File: src/rtl/core/assert_macros.svh
`ifndef ASSERT_MACROS_SVH
`define ASSERT_MACROS_SVH

// property that must hold at every clock edge out of reset
`define DTOK_ASSERT(label, cond, msg) \
  label: assert property (@(posedge clk) disable iff (rst) (cond)) else $error(msg);

// antecedent at one edge implies consequent at the next edge
`define DTOK_ASSERT_NEXT(label, ante, cons, msg) \
  label: assert property (@(posedge clk) disable iff (rst) (ante) |=> (cons)) else $error(msg);

`endif

File: src/rtl/core/dtok_pkg.sv
`default_nettype none

package dtok_pkg;

  localparam logic [15:0] MAX_STRING_LEN = 16'hFFFF;
  localparam logic [15:0] COUNT_MAX      = 16'hFFFF;
  localparam logic [7:0]  QUOTE_DOUBLE   = 8'h22;
  localparam logic [7:0]  QUOTE_SINGLE   = 8'h27;

  localparam int unsigned CFG_INDEX_W = 3;
  localparam int unsigned CFG_DATA_W  = 64;

  localparam int unsigned OUTQ_DEPTH = 4;
  localparam int unsigned OUTQ_PTR_W = 2;
  localparam int unsigned OUTQ_CNT_W = 3;

  typedef enum logic [1:0] {
    TAIL_NORMAL     = 2'd0,
    TAIL_EMPTY_SEEK = 2'd1,
    TAIL_DONE       = 2'd2,
    TAIL_TRIM       = 2'd3
  } tail_phase_t;

  typedef enum logic [CFG_INDEX_W-1:0] {
    CFG_DELIM_MAP_0 = 3'd0,
    CFG_DELIM_MAP_1 = 3'd1,
    CFG_DELIM_MAP_2 = 3'd2,
    CFG_DELIM_MAP_3 = 3'd3,
    CFG_ALLOW_EMPTY = 3'd4,
    CFG_QUOTE_AWARE = 3'd5,
    CFG_MAX_TOKENS  = 3'd6
  } cfg_index_t;

  typedef enum logic {
    KIND_TOKEN = 1'b0,
    KIND_COUNT = 1'b1
  } record_kind_t;

  typedef struct packed {
    logic [255:0] delim_map;
    logic         allow_empty;
    logic         quote_aware;
    logic [15:0]  max_tokens;
  } dtok_cfg_t;

  typedef struct packed {
    logic        in_quote;
    logic        prior_was_delimiter;
    logic [15:0] current_token_start;
    logic [15:0] byte_position;
    logic [15:0] tokens_so_far;
    tail_phase_t tail_phase;
    logic [15:0] last_content_end;
  } dtok_state_t;

  localparam dtok_state_t STATE_RESET = '{
    in_quote:            1'b0,
    prior_was_delimiter: 1'b1,
    current_token_start: 16'd0,
    byte_position:       16'd0,
    tokens_so_far:       16'd0,
    tail_phase:          TAIL_NORMAL,
    last_content_end:    16'd0
  };

  // what one request produces: an optional token record, an optional count record
  typedef struct packed {
    logic        tok_valid;
    logic [15:0] tok_start;
    logic [15:0] tok_length;
    logic        cnt_valid;
    logic [15:0] count;
  } dtok_scan_t;

  typedef struct packed {
    logic        record_kind;
    logic [15:0] token_start;
    logic [15:0] token_length;
    logic [15:0] token_count;
    logic        last_of_run;
  } dtok_rec_t;

endpackage

`default_nettype wire

File: src/rtl/core/dtok_byte_if.sv
`default_nettype none

interface dtok_byte_if;
  logic       valid;
  logic       ready;
  logic [7:0] byte_in;
  logic       end_of_string;

  modport source (output valid, output byte_in, output end_of_string, input ready);
  modport sink (input valid, input byte_in, input end_of_string, output ready);
endinterface

`default_nettype wire

File: src/rtl/core/dtok_rec_if.sv
`default_nettype none

interface dtok_rec_if;
  logic        valid;
  logic        ready;
  logic        record_kind;
  logic [15:0] token_start;
  logic [15:0] token_length;
  logic [15:0] token_count;
  logic        last_of_run;

  modport source (output valid, output record_kind, output token_start,
                  output token_length, output token_count, output last_of_run,
                  input ready);
  modport sink (input valid, input record_kind, input token_start,
                input token_length, input token_count, input last_of_run,
                output ready);
endinterface

`default_nettype wire

File: src/rtl/core/dtok_cfg_if.sv
`default_nettype none

interface dtok_cfg_if;
  logic        valid;
  logic        ready;
  logic [2:0]  index;
  logic [63:0] data;

  modport source (output valid, output index, output data, input ready);
  modport sink (input valid, input index, input data, output ready);
endinterface

`default_nettype wire

File: src/rtl/core/dtok_scan.sv
`default_nettype none

module dtok_scan (
  input  dtok_pkg::dtok_state_t st,
  input  dtok_pkg::dtok_cfg_t   cfg,
  input  logic [7:0]            byte_in,
  input  logic                  end_of_string,
  output dtok_pkg::dtok_state_t st_next,
  output dtok_pkg::dtok_scan_t  res
);
  import dtok_pkg::*;

  dtok_state_t s;
  logic [15:0] pos;
  logic [15:0] pos_inc;
  logic        active;
  logic        quote_hit;
  logic        q_next;
  logic        is_delim;
  logic        emit;
  logic [15:0] tok_start;
  logic [15:0] tok_end;
  logic [15:0] tokens_next;

  always_comb begin
    s         = st;
    pos       = st.byte_position;
    pos_inc   = st.byte_position + 16'd1;
    active    = (st.byte_position != MAX_STRING_LEN);
    quote_hit = cfg.quote_aware && (byte_in == QUOTE_DOUBLE || byte_in == QUOTE_SINGLE);
    q_next    = 1'b0;
    is_delim  = 1'b0;
    emit      = 1'b0;
    tok_start = 16'd0;
    tok_end   = 16'd0;

    if (active) begin
      // token limit: last token ends at a delimiter if allow_empty, else at end
      if (s.tail_phase == TAIL_NORMAL && cfg.max_tokens != 16'd0 &&
          ({1'b0, st.tokens_so_far} + 17'd1) == {1'b0, cfg.max_tokens}) begin
        s.in_quote = 1'b0;
        if (cfg.allow_empty) begin
          s.tail_phase = TAIL_EMPTY_SEEK;
        end else begin
          s.tail_phase = TAIL_TRIM;
          s.prior_was_delimiter = 1'b1;
        end
      end

      q_next   = s.in_quote ^ quote_hit;
      is_delim = !q_next && cfg.delim_map[byte_in];
      if (s.tail_phase != TAIL_DONE) begin
        s.in_quote = q_next;
      end

      unique case (s.tail_phase)
        TAIL_NORMAL: begin
          if (cfg.allow_empty) begin
            if (is_delim) begin
              emit = 1'b1;
              tok_start = s.current_token_start;
              tok_end = pos;
              s.current_token_start = pos_inc;
              s.prior_was_delimiter = 1'b1;
            end else begin
              s.prior_was_delimiter = 1'b0;
            end
          end else begin
            if (is_delim) begin
              if (!s.prior_was_delimiter) begin
                emit = 1'b1;
                tok_start = s.current_token_start;
                tok_end = pos;
              end
              s.prior_was_delimiter = 1'b1;
            end else begin
              if (s.prior_was_delimiter) begin
                s.current_token_start = pos;
              end
              s.prior_was_delimiter = 1'b0;
            end
          end
        end
        TAIL_EMPTY_SEEK: begin
          if (is_delim) begin
            emit = 1'b1;
            tok_start = s.current_token_start;
            tok_end = pos;
            s.tail_phase = TAIL_DONE;
          end
        end
        TAIL_TRIM: begin
          if (!is_delim) begin
            if (s.prior_was_delimiter) begin
              s.current_token_start = pos;
              s.prior_was_delimiter = 1'b0;
            end
            s.last_content_end = pos_inc;
          end
        end
        TAIL_DONE: begin
        end
      endcase
      s.byte_position = pos_inc;
    end

    // flush the pending token; never coincides with a token from the scan above
    if (end_of_string) begin
      unique case (s.tail_phase)
        TAIL_NORMAL: begin
          if (!s.prior_was_delimiter) begin
            emit = 1'b1;
            tok_start = s.current_token_start;
            tok_end = s.byte_position;
          end
        end
        TAIL_EMPTY_SEEK: begin
          emit = 1'b1;
          tok_start = s.current_token_start;
          tok_end = s.byte_position;
        end
        TAIL_TRIM: begin
          if (!s.prior_was_delimiter) begin
            emit = 1'b1;
            tok_start = s.current_token_start;
            tok_end = s.last_content_end;
          end
        end
        TAIL_DONE: begin
        end
      endcase
    end

    tokens_next = (emit && s.tokens_so_far != COUNT_MAX) ? s.tokens_so_far + 16'd1
                                                          : s.tokens_so_far;
    s.tokens_so_far = tokens_next;

    res.tok_valid  = emit;
    res.tok_start  = tok_start;
    res.tok_length = (tok_end >= tok_start) ? tok_end - tok_start : 16'd0;
    res.cnt_valid  = end_of_string;
    res.count      = tokens_next;

    st_next = end_of_string ? STATE_RESET : s;
  end

endmodule

`default_nettype wire

File: src/rtl/core/dtok_outq.sv
`default_nettype none
`include "assert_macros.svh"

module dtok_outq (
  input  logic                 clk,
  input  logic                 rst,
  input  logic                 push,
  input  dtok_pkg::dtok_scan_t res,
  output logic                 room,
  output logic                 head_valid,
  input  logic                 head_ready,
  output dtok_pkg::dtok_rec_t  head
);
  import dtok_pkg::*;

  dtok_rec_t               q [OUTQ_DEPTH];
  logic [OUTQ_PTR_W-1:0]   wr_ptr;
  logic [OUTQ_PTR_W-1:0]   rd_ptr;
  logic [OUTQ_CNT_W-1:0]   fill;
  logic [1:0]              push_n;
  logic                    pop;
  dtok_rec_t               tok_rec;
  dtok_rec_t               cnt_rec;
  dtok_rec_t               e0;
  dtok_rec_t               e1;

  always_comb begin
    tok_rec.record_kind  = KIND_TOKEN;
    tok_rec.token_start  = res.tok_start;
    tok_rec.token_length = res.tok_length;
    tok_rec.token_count  = 16'd0;
    tok_rec.last_of_run  = !res.cnt_valid;

    cnt_rec.record_kind  = KIND_COUNT;
    cnt_rec.token_start  = 16'd0;
    cnt_rec.token_length = 16'd0;
    cnt_rec.token_count  = res.count;
    cnt_rec.last_of_run  = 1'b1;

    e0 = res.tok_valid ? tok_rec : cnt_rec;
    e1 = cnt_rec;
    push_n = push ? ({1'b0, res.tok_valid} + {1'b0, res.cnt_valid}) : 2'd0;
  end

  assign pop        = head_valid && head_ready;
  assign head_valid = (fill != '0);
  assign head       = q[rd_ptr];
  // two free slots, so a request with both records always fits
  assign room       = (fill <= OUTQ_CNT_W'(OUTQ_DEPTH - 2));

  always_ff @(posedge clk) begin
    if (rst) begin
      wr_ptr <= '0;
      rd_ptr <= '0;
      fill   <= '0;
    end else begin
      wr_ptr <= wr_ptr + OUTQ_PTR_W'(push_n);
      rd_ptr <= rd_ptr + OUTQ_PTR_W'(pop);
      fill   <= fill + OUTQ_CNT_W'(push_n) - OUTQ_CNT_W'(pop);
    end
  end

  always_ff @(posedge clk) begin
    if (push_n != 2'd0) begin
      q[wr_ptr] <= e0;
    end
    if (push_n == 2'd2) begin
      q[wr_ptr + OUTQ_PTR_W'(1)] <= e1;
    end
  end

  `DTOK_ASSERT(a_fill_bound, fill <= OUTQ_CNT_W'(OUTQ_DEPTH), "result queue overfilled")
  `DTOK_ASSERT(a_push_room, (push_n == 2'd0) || room, "push without two free slots")
  `DTOK_ASSERT_NEXT(a_drain_last, (fill == OUTQ_CNT_W'(1)) && pop && (push_n == 2'd0), fill == '0, "queue did not drain")

endmodule

`default_nettype wire

File: src/rtl/core/delimiter_tokenizer_core.sv
// channel  | dir | handshake     | payload
// bytes    | in  | valid / ready | byte_in, end_of_string
// records  | out | valid / ready | record_kind, token_start, token_length,
//          |     |               | token_count, last_of_run
// cfg      | in  | valid / ready | index, data (always ready)
//
// one byte is taken per cycle while the queue has room; its records sit in
// a 4-entry result queue, the token record ahead of the count record
// bytes stall while fewer than two queue slots are free
// records are registered in the queue before they appear on the output
// rst is synchronous: clears config registers, string state and the queue
`default_nettype none
`include "assert_macros.svh"

module delimiter_tokenizer_core (
  input  logic       clk,
  input  logic       rst,
  dtok_byte_if.sink  bytes,
  dtok_rec_if.source records,
  dtok_cfg_if.sink   cfg
);
  import dtok_pkg::*;

  dtok_cfg_t   cfg_q;
  dtok_state_t st;
  dtok_state_t st_next;
  dtok_scan_t  res;
  dtok_rec_t   head;
  logic        room;
  logic        accept;

  assign cfg.ready   = 1'b1;
  assign bytes.ready = room;
  assign accept      = bytes.valid && bytes.ready;

  always_ff @(posedge clk) begin
    if (rst) begin
      cfg_q <= '0;
    end else if (cfg.valid) begin
      unique case (cfg.index)
        CFG_DELIM_MAP_0: cfg_q.delim_map[63:0]    <= cfg.data;
        CFG_DELIM_MAP_1: cfg_q.delim_map[127:64]  <= cfg.data;
        CFG_DELIM_MAP_2: cfg_q.delim_map[191:128] <= cfg.data;
        CFG_DELIM_MAP_3: cfg_q.delim_map[255:192] <= cfg.data;
        CFG_ALLOW_EMPTY: cfg_q.allow_empty        <= cfg.data[0];
        CFG_QUOTE_AWARE: cfg_q.quote_aware        <= cfg.data[0];
        CFG_MAX_TOKENS:  cfg_q.max_tokens         <= cfg.data[15:0];
        default: begin
        end
      endcase
    end
  end

  dtok_scan u_scan (
    .st            (st),
    .cfg           (cfg_q),
    .byte_in       (bytes.byte_in),
    .end_of_string (bytes.end_of_string),
    .st_next       (st_next),
    .res           (res)
  );

  always_ff @(posedge clk) begin
    if (rst) begin
      st <= STATE_RESET;
    end else if (accept) begin
      st <= st_next;
    end
  end

  dtok_outq u_outq (
    .clk        (clk),
    .rst        (rst),
    .push       (accept),
    .res        (res),
    .room       (room),
    .head_valid (records.valid),
    .head_ready (records.ready),
    .head       (head)
  );

  assign records.record_kind  = head.record_kind;
  assign records.token_start  = head.token_start;
  assign records.token_length = head.token_length;
  assign records.token_count  = head.token_count;
  assign records.last_of_run  = head.last_of_run;

  `DTOK_ASSERT_NEXT(a_eos_clears, accept && bytes.end_of_string, (st.byte_position == 16'd0) && (st.tokens_so_far == 16'd0) && (st.tail_phase == TAIL_NORMAL), "string state not cleared")
  `DTOK_ASSERT(a_count_is_last, !(records.valid && records.record_kind == KIND_COUNT) || records.last_of_run, "count record not last of run")

endmodule

`default_nettype wire
File: src/flat_wrapper.sv
// flat-port wrapper written by rule: the top's interface ports become plain ports
module delimiter_tokenizer_core_flat import dtok_pkg::*;
  (clk, rst, bytes_valid, bytes_byte_in, bytes_end_of_string, bytes_ready, records_valid, records_record_kind, records_token_start, records_token_length, records_token_count, records_last_of_run, records_ready, cfg_valid, cfg_index, cfg_data, cfg_ready);
  dtok_byte_if bytes_i ();
  dtok_rec_if records_i ();
  dtok_cfg_if cfg_i ();
  input  logic clk;
  input  logic rst;
  input wire logic [$bits(bytes_i.valid)-1:0] bytes_valid;
  input wire logic [$bits(bytes_i.byte_in)-1:0] bytes_byte_in;
  input wire logic [$bits(bytes_i.end_of_string)-1:0] bytes_end_of_string;
  output wire logic [$bits(bytes_i.ready)-1:0] bytes_ready;
  output wire logic [$bits(records_i.valid)-1:0] records_valid;
  output wire logic [$bits(records_i.record_kind)-1:0] records_record_kind;
  output wire logic [$bits(records_i.token_start)-1:0] records_token_start;
  output wire logic [$bits(records_i.token_length)-1:0] records_token_length;
  output wire logic [$bits(records_i.token_count)-1:0] records_token_count;
  output wire logic [$bits(records_i.last_of_run)-1:0] records_last_of_run;
  input wire logic [$bits(records_i.ready)-1:0] records_ready;
  input wire logic [$bits(cfg_i.valid)-1:0] cfg_valid;
  input wire logic [$bits(cfg_i.index)-1:0] cfg_index;
  input wire logic [$bits(cfg_i.data)-1:0] cfg_data;
  output wire logic [$bits(cfg_i.ready)-1:0] cfg_ready;
  assign bytes_i.valid = bytes_valid;
  assign bytes_i.byte_in = bytes_byte_in;
  assign bytes_i.end_of_string = bytes_end_of_string;
  assign bytes_ready = bytes_i.ready;
  assign records_valid = records_i.valid;
  assign records_record_kind = records_i.record_kind;
  assign records_token_start = records_i.token_start;
  assign records_token_length = records_i.token_length;
  assign records_token_count = records_i.token_count;
  assign records_last_of_run = records_i.last_of_run;
  assign records_i.ready = records_ready;
  assign cfg_i.valid = cfg_valid;
  assign cfg_i.index = cfg_index;
  assign cfg_i.data = cfg_data;
  assign cfg_ready = cfg_i.ready;
  delimiter_tokenizer_core u_core (.clk(clk), .rst(rst), .bytes(bytes_i), .records(records_i), .cfg(cfg_i));
endmodule
File: config.mk
export PLATFORM = sky130hd
export DESIGN_NAME = delimiter_tokenizer_core_flat
export DESIGN_NICKNAME = d
export VERILOG_FILES = /design/src/rtl/core/dtok_pkg.sv /design/src/rtl/core/dtok_byte_if.sv /design/src/rtl/core/dtok_rec_if.sv /design/src/rtl/core/dtok_cfg_if.sv /design/src/rtl/core/dtok_scan.sv /design/src/rtl/core/dtok_outq.sv /design/src/rtl/core/delimiter_tokenizer_core.sv /design/src/flat_wrapper.sv
export VERILOG_INCLUDE_DIRS = /design/src /design/src/rtl/core
export SDC_FILE = /design/constraint.sdc
export NUM_CORES = 1
export LEC_CHECK = 0
export ABC_AREA = 1
export BUFFER_PORTS_ARGS = -buffer_cell sky130_fd_sc_hd__buf_2
export CAP_MARGIN = 20
export CORE_ASPECT_RATIO = 1.2
export CORE_UTILIZATION = 65
export DETAILED_ROUTE_END_ITERATION = 10
export PLACE_DENSITY = 0.84
export SLEW_MARGIN = 20
export SYNTH_ARGS = -nofsm -noshare
export SYNTH_HDL_FRONTEND = slang
export SYNTH_SLANG_ARGS = --single-unit
File: constraint.sdc
create_clock -name clk -period 12.5 [get_ports clk]
set_input_delay 0.625 -clock clk [delete_from_list [all_inputs] [get_ports clk]]
set_output_delay 0.625 -clock clk [all_outputs]
set_load 0.005 [all_outputs]
# [Yosys cells after proc, flatten, opt, wreduce, memory -nomap -nowiden]
# Memories as Yosys holds them, arrays and structs flattened. A register that Yosys moved wholly into a read port is not among the register bits.
# Index checks and enable logic that the tools add are counted.
# W data, S select, Z words.
[totals] ff_bits=349 ramBits=200 elab_cells=136 mem_count=1 in_bits=81 out_inout_bits=53
[op_classes] order_cmp=3 n_addsub=10 n_mux=60 n_reduce_logical=27 eq_ne=17 n_bitwise=1
[memory_table] memory="u_core.u_outq.q" words=4 width=50 read_ports=1 rd_clocked_by_memory_dff=1 wr=2 line_no="dtok_outq.sv:16" source="dtok_rec_t q [OUTQ_DEPTH];"
[ops] operator="$mux W16" n=24
[ops] operator="$pmux W16 S2" n=3
[ops] operator="$mux W68" n=1
[ops] operator="$mux W50" n=1
[ops] operator="$pmux W16 S3" n=1
[ops] operator="$mux W34" n=1
[ops] operator="$pmux W17 S2" n=1
[ops] operator="$add A16 B1 Y16 const B" n=2
[ops] operator="$ne A16 B16 Y1 const B" n=2
[ops] operator="$mux W18" n=1
[ops] operator="$mux W2" n=9
[ops] operator="$add A16 B1 Y17 const B" n=1
[ops] operator="$eq A17 B16 Y1" n=1
[ops] operator="$mux W17" n=1
[ops] operator="$eq A8 B6 Y1 const B" n=2
[ops] operator="$ge A16 B16 Y1" n=1
[ops] operator="$reduce_and A2 Y1" n=8
[ops] operator="$reduce_bool A16 Y1" n=1
[ops] operator="$sub A16 B16 Y16" n=1
[ops] operator="$mux W1" n=14
[ops] operator="$eq A3 B3 Y1 const B" n=3
[ops] operator="$lt A8 B9 Y1 const B" n=1
[ops] operator="$bmux W1 S8" n=1
[ops] operator="$logic_and A1 B1 Y1" n=7
[ops] operator="other kinds (21)" n=30

# [Logic depth before layout (Yosys ltp)]
[logic_depth] ltp_word=20 ltp_mapped=45 ltp_nobuf=44

# [Modules after synthesis]
# From an unflattened synthesis, not the netlist that was laid out.
[hier_totals] cells_unflattened=4639 hier_area_um2=30146.4
[modules_own_cells] mod="delimiter_tokenizer_core" area_per_inst_um2=13172.6 instances=1 cells_per_inst=1866
[modules_own_cells] mod="dtok_outq" area_per_inst_um2=9400.3 instances=1 cells_per_inst=1192
[modules_own_cells] mod="dtok_scan" area_per_inst_um2=7573.5 instances=1 cells_per_inst=1581

# [Worst setup path before layout]
# Ideal clock, no wire load.
[synth_timing] kind="reg-to-reg" startpoint="register u_core.st[18] (netlist name)" endpoint="memory u_core.u_outq.q[0][29] in the netlist's numbering" n_path_buf=1 arrival_time_ns=6.032 slack_ns=6.355 synth_period_minus_slack_ns=6.145 path_stages_with_launch=39 setup_ns=0.113 path_cell_list="dfxtp_1 ha_1 nand3_1 nor2_4 nand3_1 nor3_1 nand3_2 nand4_1 nor2_1 nand4_1 nand2_1 inv_1 ha_1 nand2_2 o21ai_0 inv_1 ha_1 inv_1 [3 not listed] buf_2 o22ai_1 inv_1 ha_1 nand2_1 o21ai_0 inv_1 o21ai_0 inv_1 o21ai_0 inv_1 o21ai_0 inv_1 o21ai_0 xor2_1 nor2_8 nand2_1 nand2_1"
[synth_rtl] item="to (decl)" line_no="dtok_outq.sv:16"

==> reports/results.txt <==
CP arrival = 8.74 ns
Vias = 27100
Worst Max-Slew Pin Slew = 1.09 ns
Fin Setup TNS = 0 ns
Mapped Area = 0.0274 mm²
Number of flops mapped to enable cells by yosys = 64
IO buf count = 132
Synthesized Nets = 4058
Largest net degree at the start of global routing = 181
HPWL after detailed placement = 51600 µm
Seq cells post-synth = 549
Seq/Total Area, Yosys = 42.4%
Residual DRC = 0
Clock buffer count from CTS = 53
Final period utilization = 65.7%
Max stage delay on crit path = 0.62 ns
Clock sinks = 549
Synth area leader = dfxtp_1
Clock Skew = 0.0169 ns
Placer Congestion = 1.01
Library cells used by synthesis = 57
Final Max Slew Viols = 0
P_leak = 12.6 nW
Hold WS = 0.285 ns
Detailed-route wire length per cell = 18.0 µm
Synth top area cells = dfxtp_1, o21ai_0, nand2_1, nor2_1, edfxtp_1
CP max stage cell = ha_1
Maxcap violations = 0
Area delta synth->final = 8.28%
RSZ-0062 raised after global routing = no
Startpoint types = flip-flop
CTS tree = built
Drt pass-1 iters = 8
Clock transition at path regs = 0.06 ns
Pwr Density = 171 mW/mm²
Class of the worst hold path = input pin to flip-flop
First-pass GRT wire length = 128000 µm
Post-route antenna net violation count = 0
Cells after synthesis = 3944
DR iter-0 viols = 3253
Status = completed
Vias in the first global route = 24900
Most common cell in the netlist = nand2_1
Share of the synthesized area in the top cell type = 35.4%
Clock buffer depth = 3
Drt total wl = 80700 µm
Fmax = 122 MHz
H-tree Lvls = 2
Final hold viol count = 0
Post-CTS Resized = 0
Die footprint = 0.0430 mm²
Crit path capture type = flip-flop
Slew headroom = 27.2%
Post-CTS Repair Setup Buffers = 0
Synth top cells by count = nand2_1, nor2_1, o21ai_0
Worst VDD drop = 0.134 mV
# setup viols final = 0
Ratio of cells with drive above 1 in the final layout = 9.07%
Initial antenna violation count = 2
Io pins = 134
Worst-skew pair later-pin latency = 0.61 ns
Period minus WS final = 8.22 ns
Synth async-reset ratio = 0%
Most used cell, CP = o21ai_0
Starting Density = 65.8%
Vias per std cell = 6.03
Ys flop type = dfxtp_1
Synth warn = 0
Congestion Overflow GR = 0
Gr usage total = 36.7%
Cts hold-fix bufs = 0
Row count = 82
CTS Root Buffer Type = clkbuf_16
Nets@finish = 4019
Avg Cell Area, Syn = 6.95 µm²
Die height = 227 µm
Core area = 0.0417 mm²
Die width = 190 µm
Crit path max fanout = 19
CP required = 13.03 ns
Worst Setup Path Type = flip-flop to flip-flop
-- registers in the layout (all words and copies together) (netlist names) --
signal                flops
u_core.cfg_q            274
u_core.u_outq.q         200
u_core.st                68
u_core.u_outq.fill        3
u_core.u_outq.rd_ptr      2
u_core.u_outq.wr_ptr      2
-- per-layer routing --
metal,wire length (µm),vias to the layer above,GRT usage [%],part of all wire [%]
met1,31300,12400,44.2,39
met2,38800,1422,64.3,48
met5,29,-,0,0.036
li1,-,13000,-,-
met3,6590,287,4.67,8.2
met4,3990,4,18.9,4.9
-- final cells by class --
cell class / instances / area, µm²
multi-input combinational: 2829 / 13600
fill: 3560 / 12000
sequential: 549 / 11600
clock buffer: 74 / 1490
inverter: 312 / 1180
timing repair buffer: 160 / 871
tap: 546 / 683
clock inverter: 21 / 240
antenna: 1 / 2.50
-- kinds of logic (layout without fill, tap and decap cells) --
group	count (synthesis)	count (layout)	synth area share (%)
AO/OA/AOI/OAI	956	956	18.6
XOR/XNOR	24	24	0.767
adder cells (fa/ha/maj)	33	33	1.56
buffers and inverters	566	567	8.17
flip-flops	549	549	42.4
multiplexers	2	2	0.0730
other	1	2	0.0137
AND/OR/NAND/NOR	1813	1813	28.4
-- metrics by stage --
step | setup WS, ns | instances | power, mW | util [%] | instance area, µm²
finish | 4.28 | 4492 | 5.09 | 71.3 | 29700
global route | 3.55 | 4491 | 5.32 | 71.3 | 29700
CTS | 4.45 | 4491 | 5.07 | 71.3 | 29700
detailed placement | 4.05 | 4396 | 3.47 | 67.1 | 28000
global placement | 4.33 | 4396 | 3.45 | 67.1 | 28000
floorplan | 6.36 | 3944 | 3.05 | - | 27400
-- power by group --
part           switching [mW]  total, mW  internal, mW
Combinational           0.977       1.44         0.460
Sequential             0.0844       2.04          1.95
Clock                   0.700       1.61         0.915
-- critical path: cells and delay by family, from the launching register on --
| kind | cells | cell delay [ns] |
|---|---|---|
| buffers and inverters | 6 | 0.41 |
| adder cells (fa/ha/maj) | 4 | 1.67 |
| AO/OA/AOI/OAI | 9 | 2.14 |
| AND/OR/NAND/NOR | 19 | 3.37 |
| flip-flops | 1 | 0.51 |
-- path summary, 6_finish.rpt --
check | endpoint | cells past startpoint | slack [ns] | start
max | u_core.u_outq.q[2][31] | 38 | 4.28 | u_core.st[18]
min | u_core.cfg_q[66] | 3 | 0.29 | cfg_data[48]
max reg2reg | u_core.u_outq.q[2][31] | 38 | 4.28 | u_core.st[18]
min reg2reg | u_core.cfg_q[226] | 2 | 0.45 | u_core.cfg_q[226]
-- cell usage in the layout, fill, tap and decap left out, types with 9 or more instances in the layout --
cell / n
nand2_1: 690
nor2_2: 9
o221ai_1: 11
inv_2: 21
nor2_8: 9
or2_2: 31
clkbuf_16: 54
edfxtp_1: 64
or2_1: 19
clkbuf_1: 14
a21oi_1: 235
o211ai_1: 29
o21ai_1: 38
nor3_1: 9
buf_2: 132
nand4_1: 52
nor2_1: 659
nand2_2: 16
o21ai_0: 531
nand3_1: 289
xor2_1: 19
inv_1: 286
dfxtp_1: 484
ha_1: 31
buf_4: 28
o22ai_1: 93
Power figures use the tool's default switching activity.
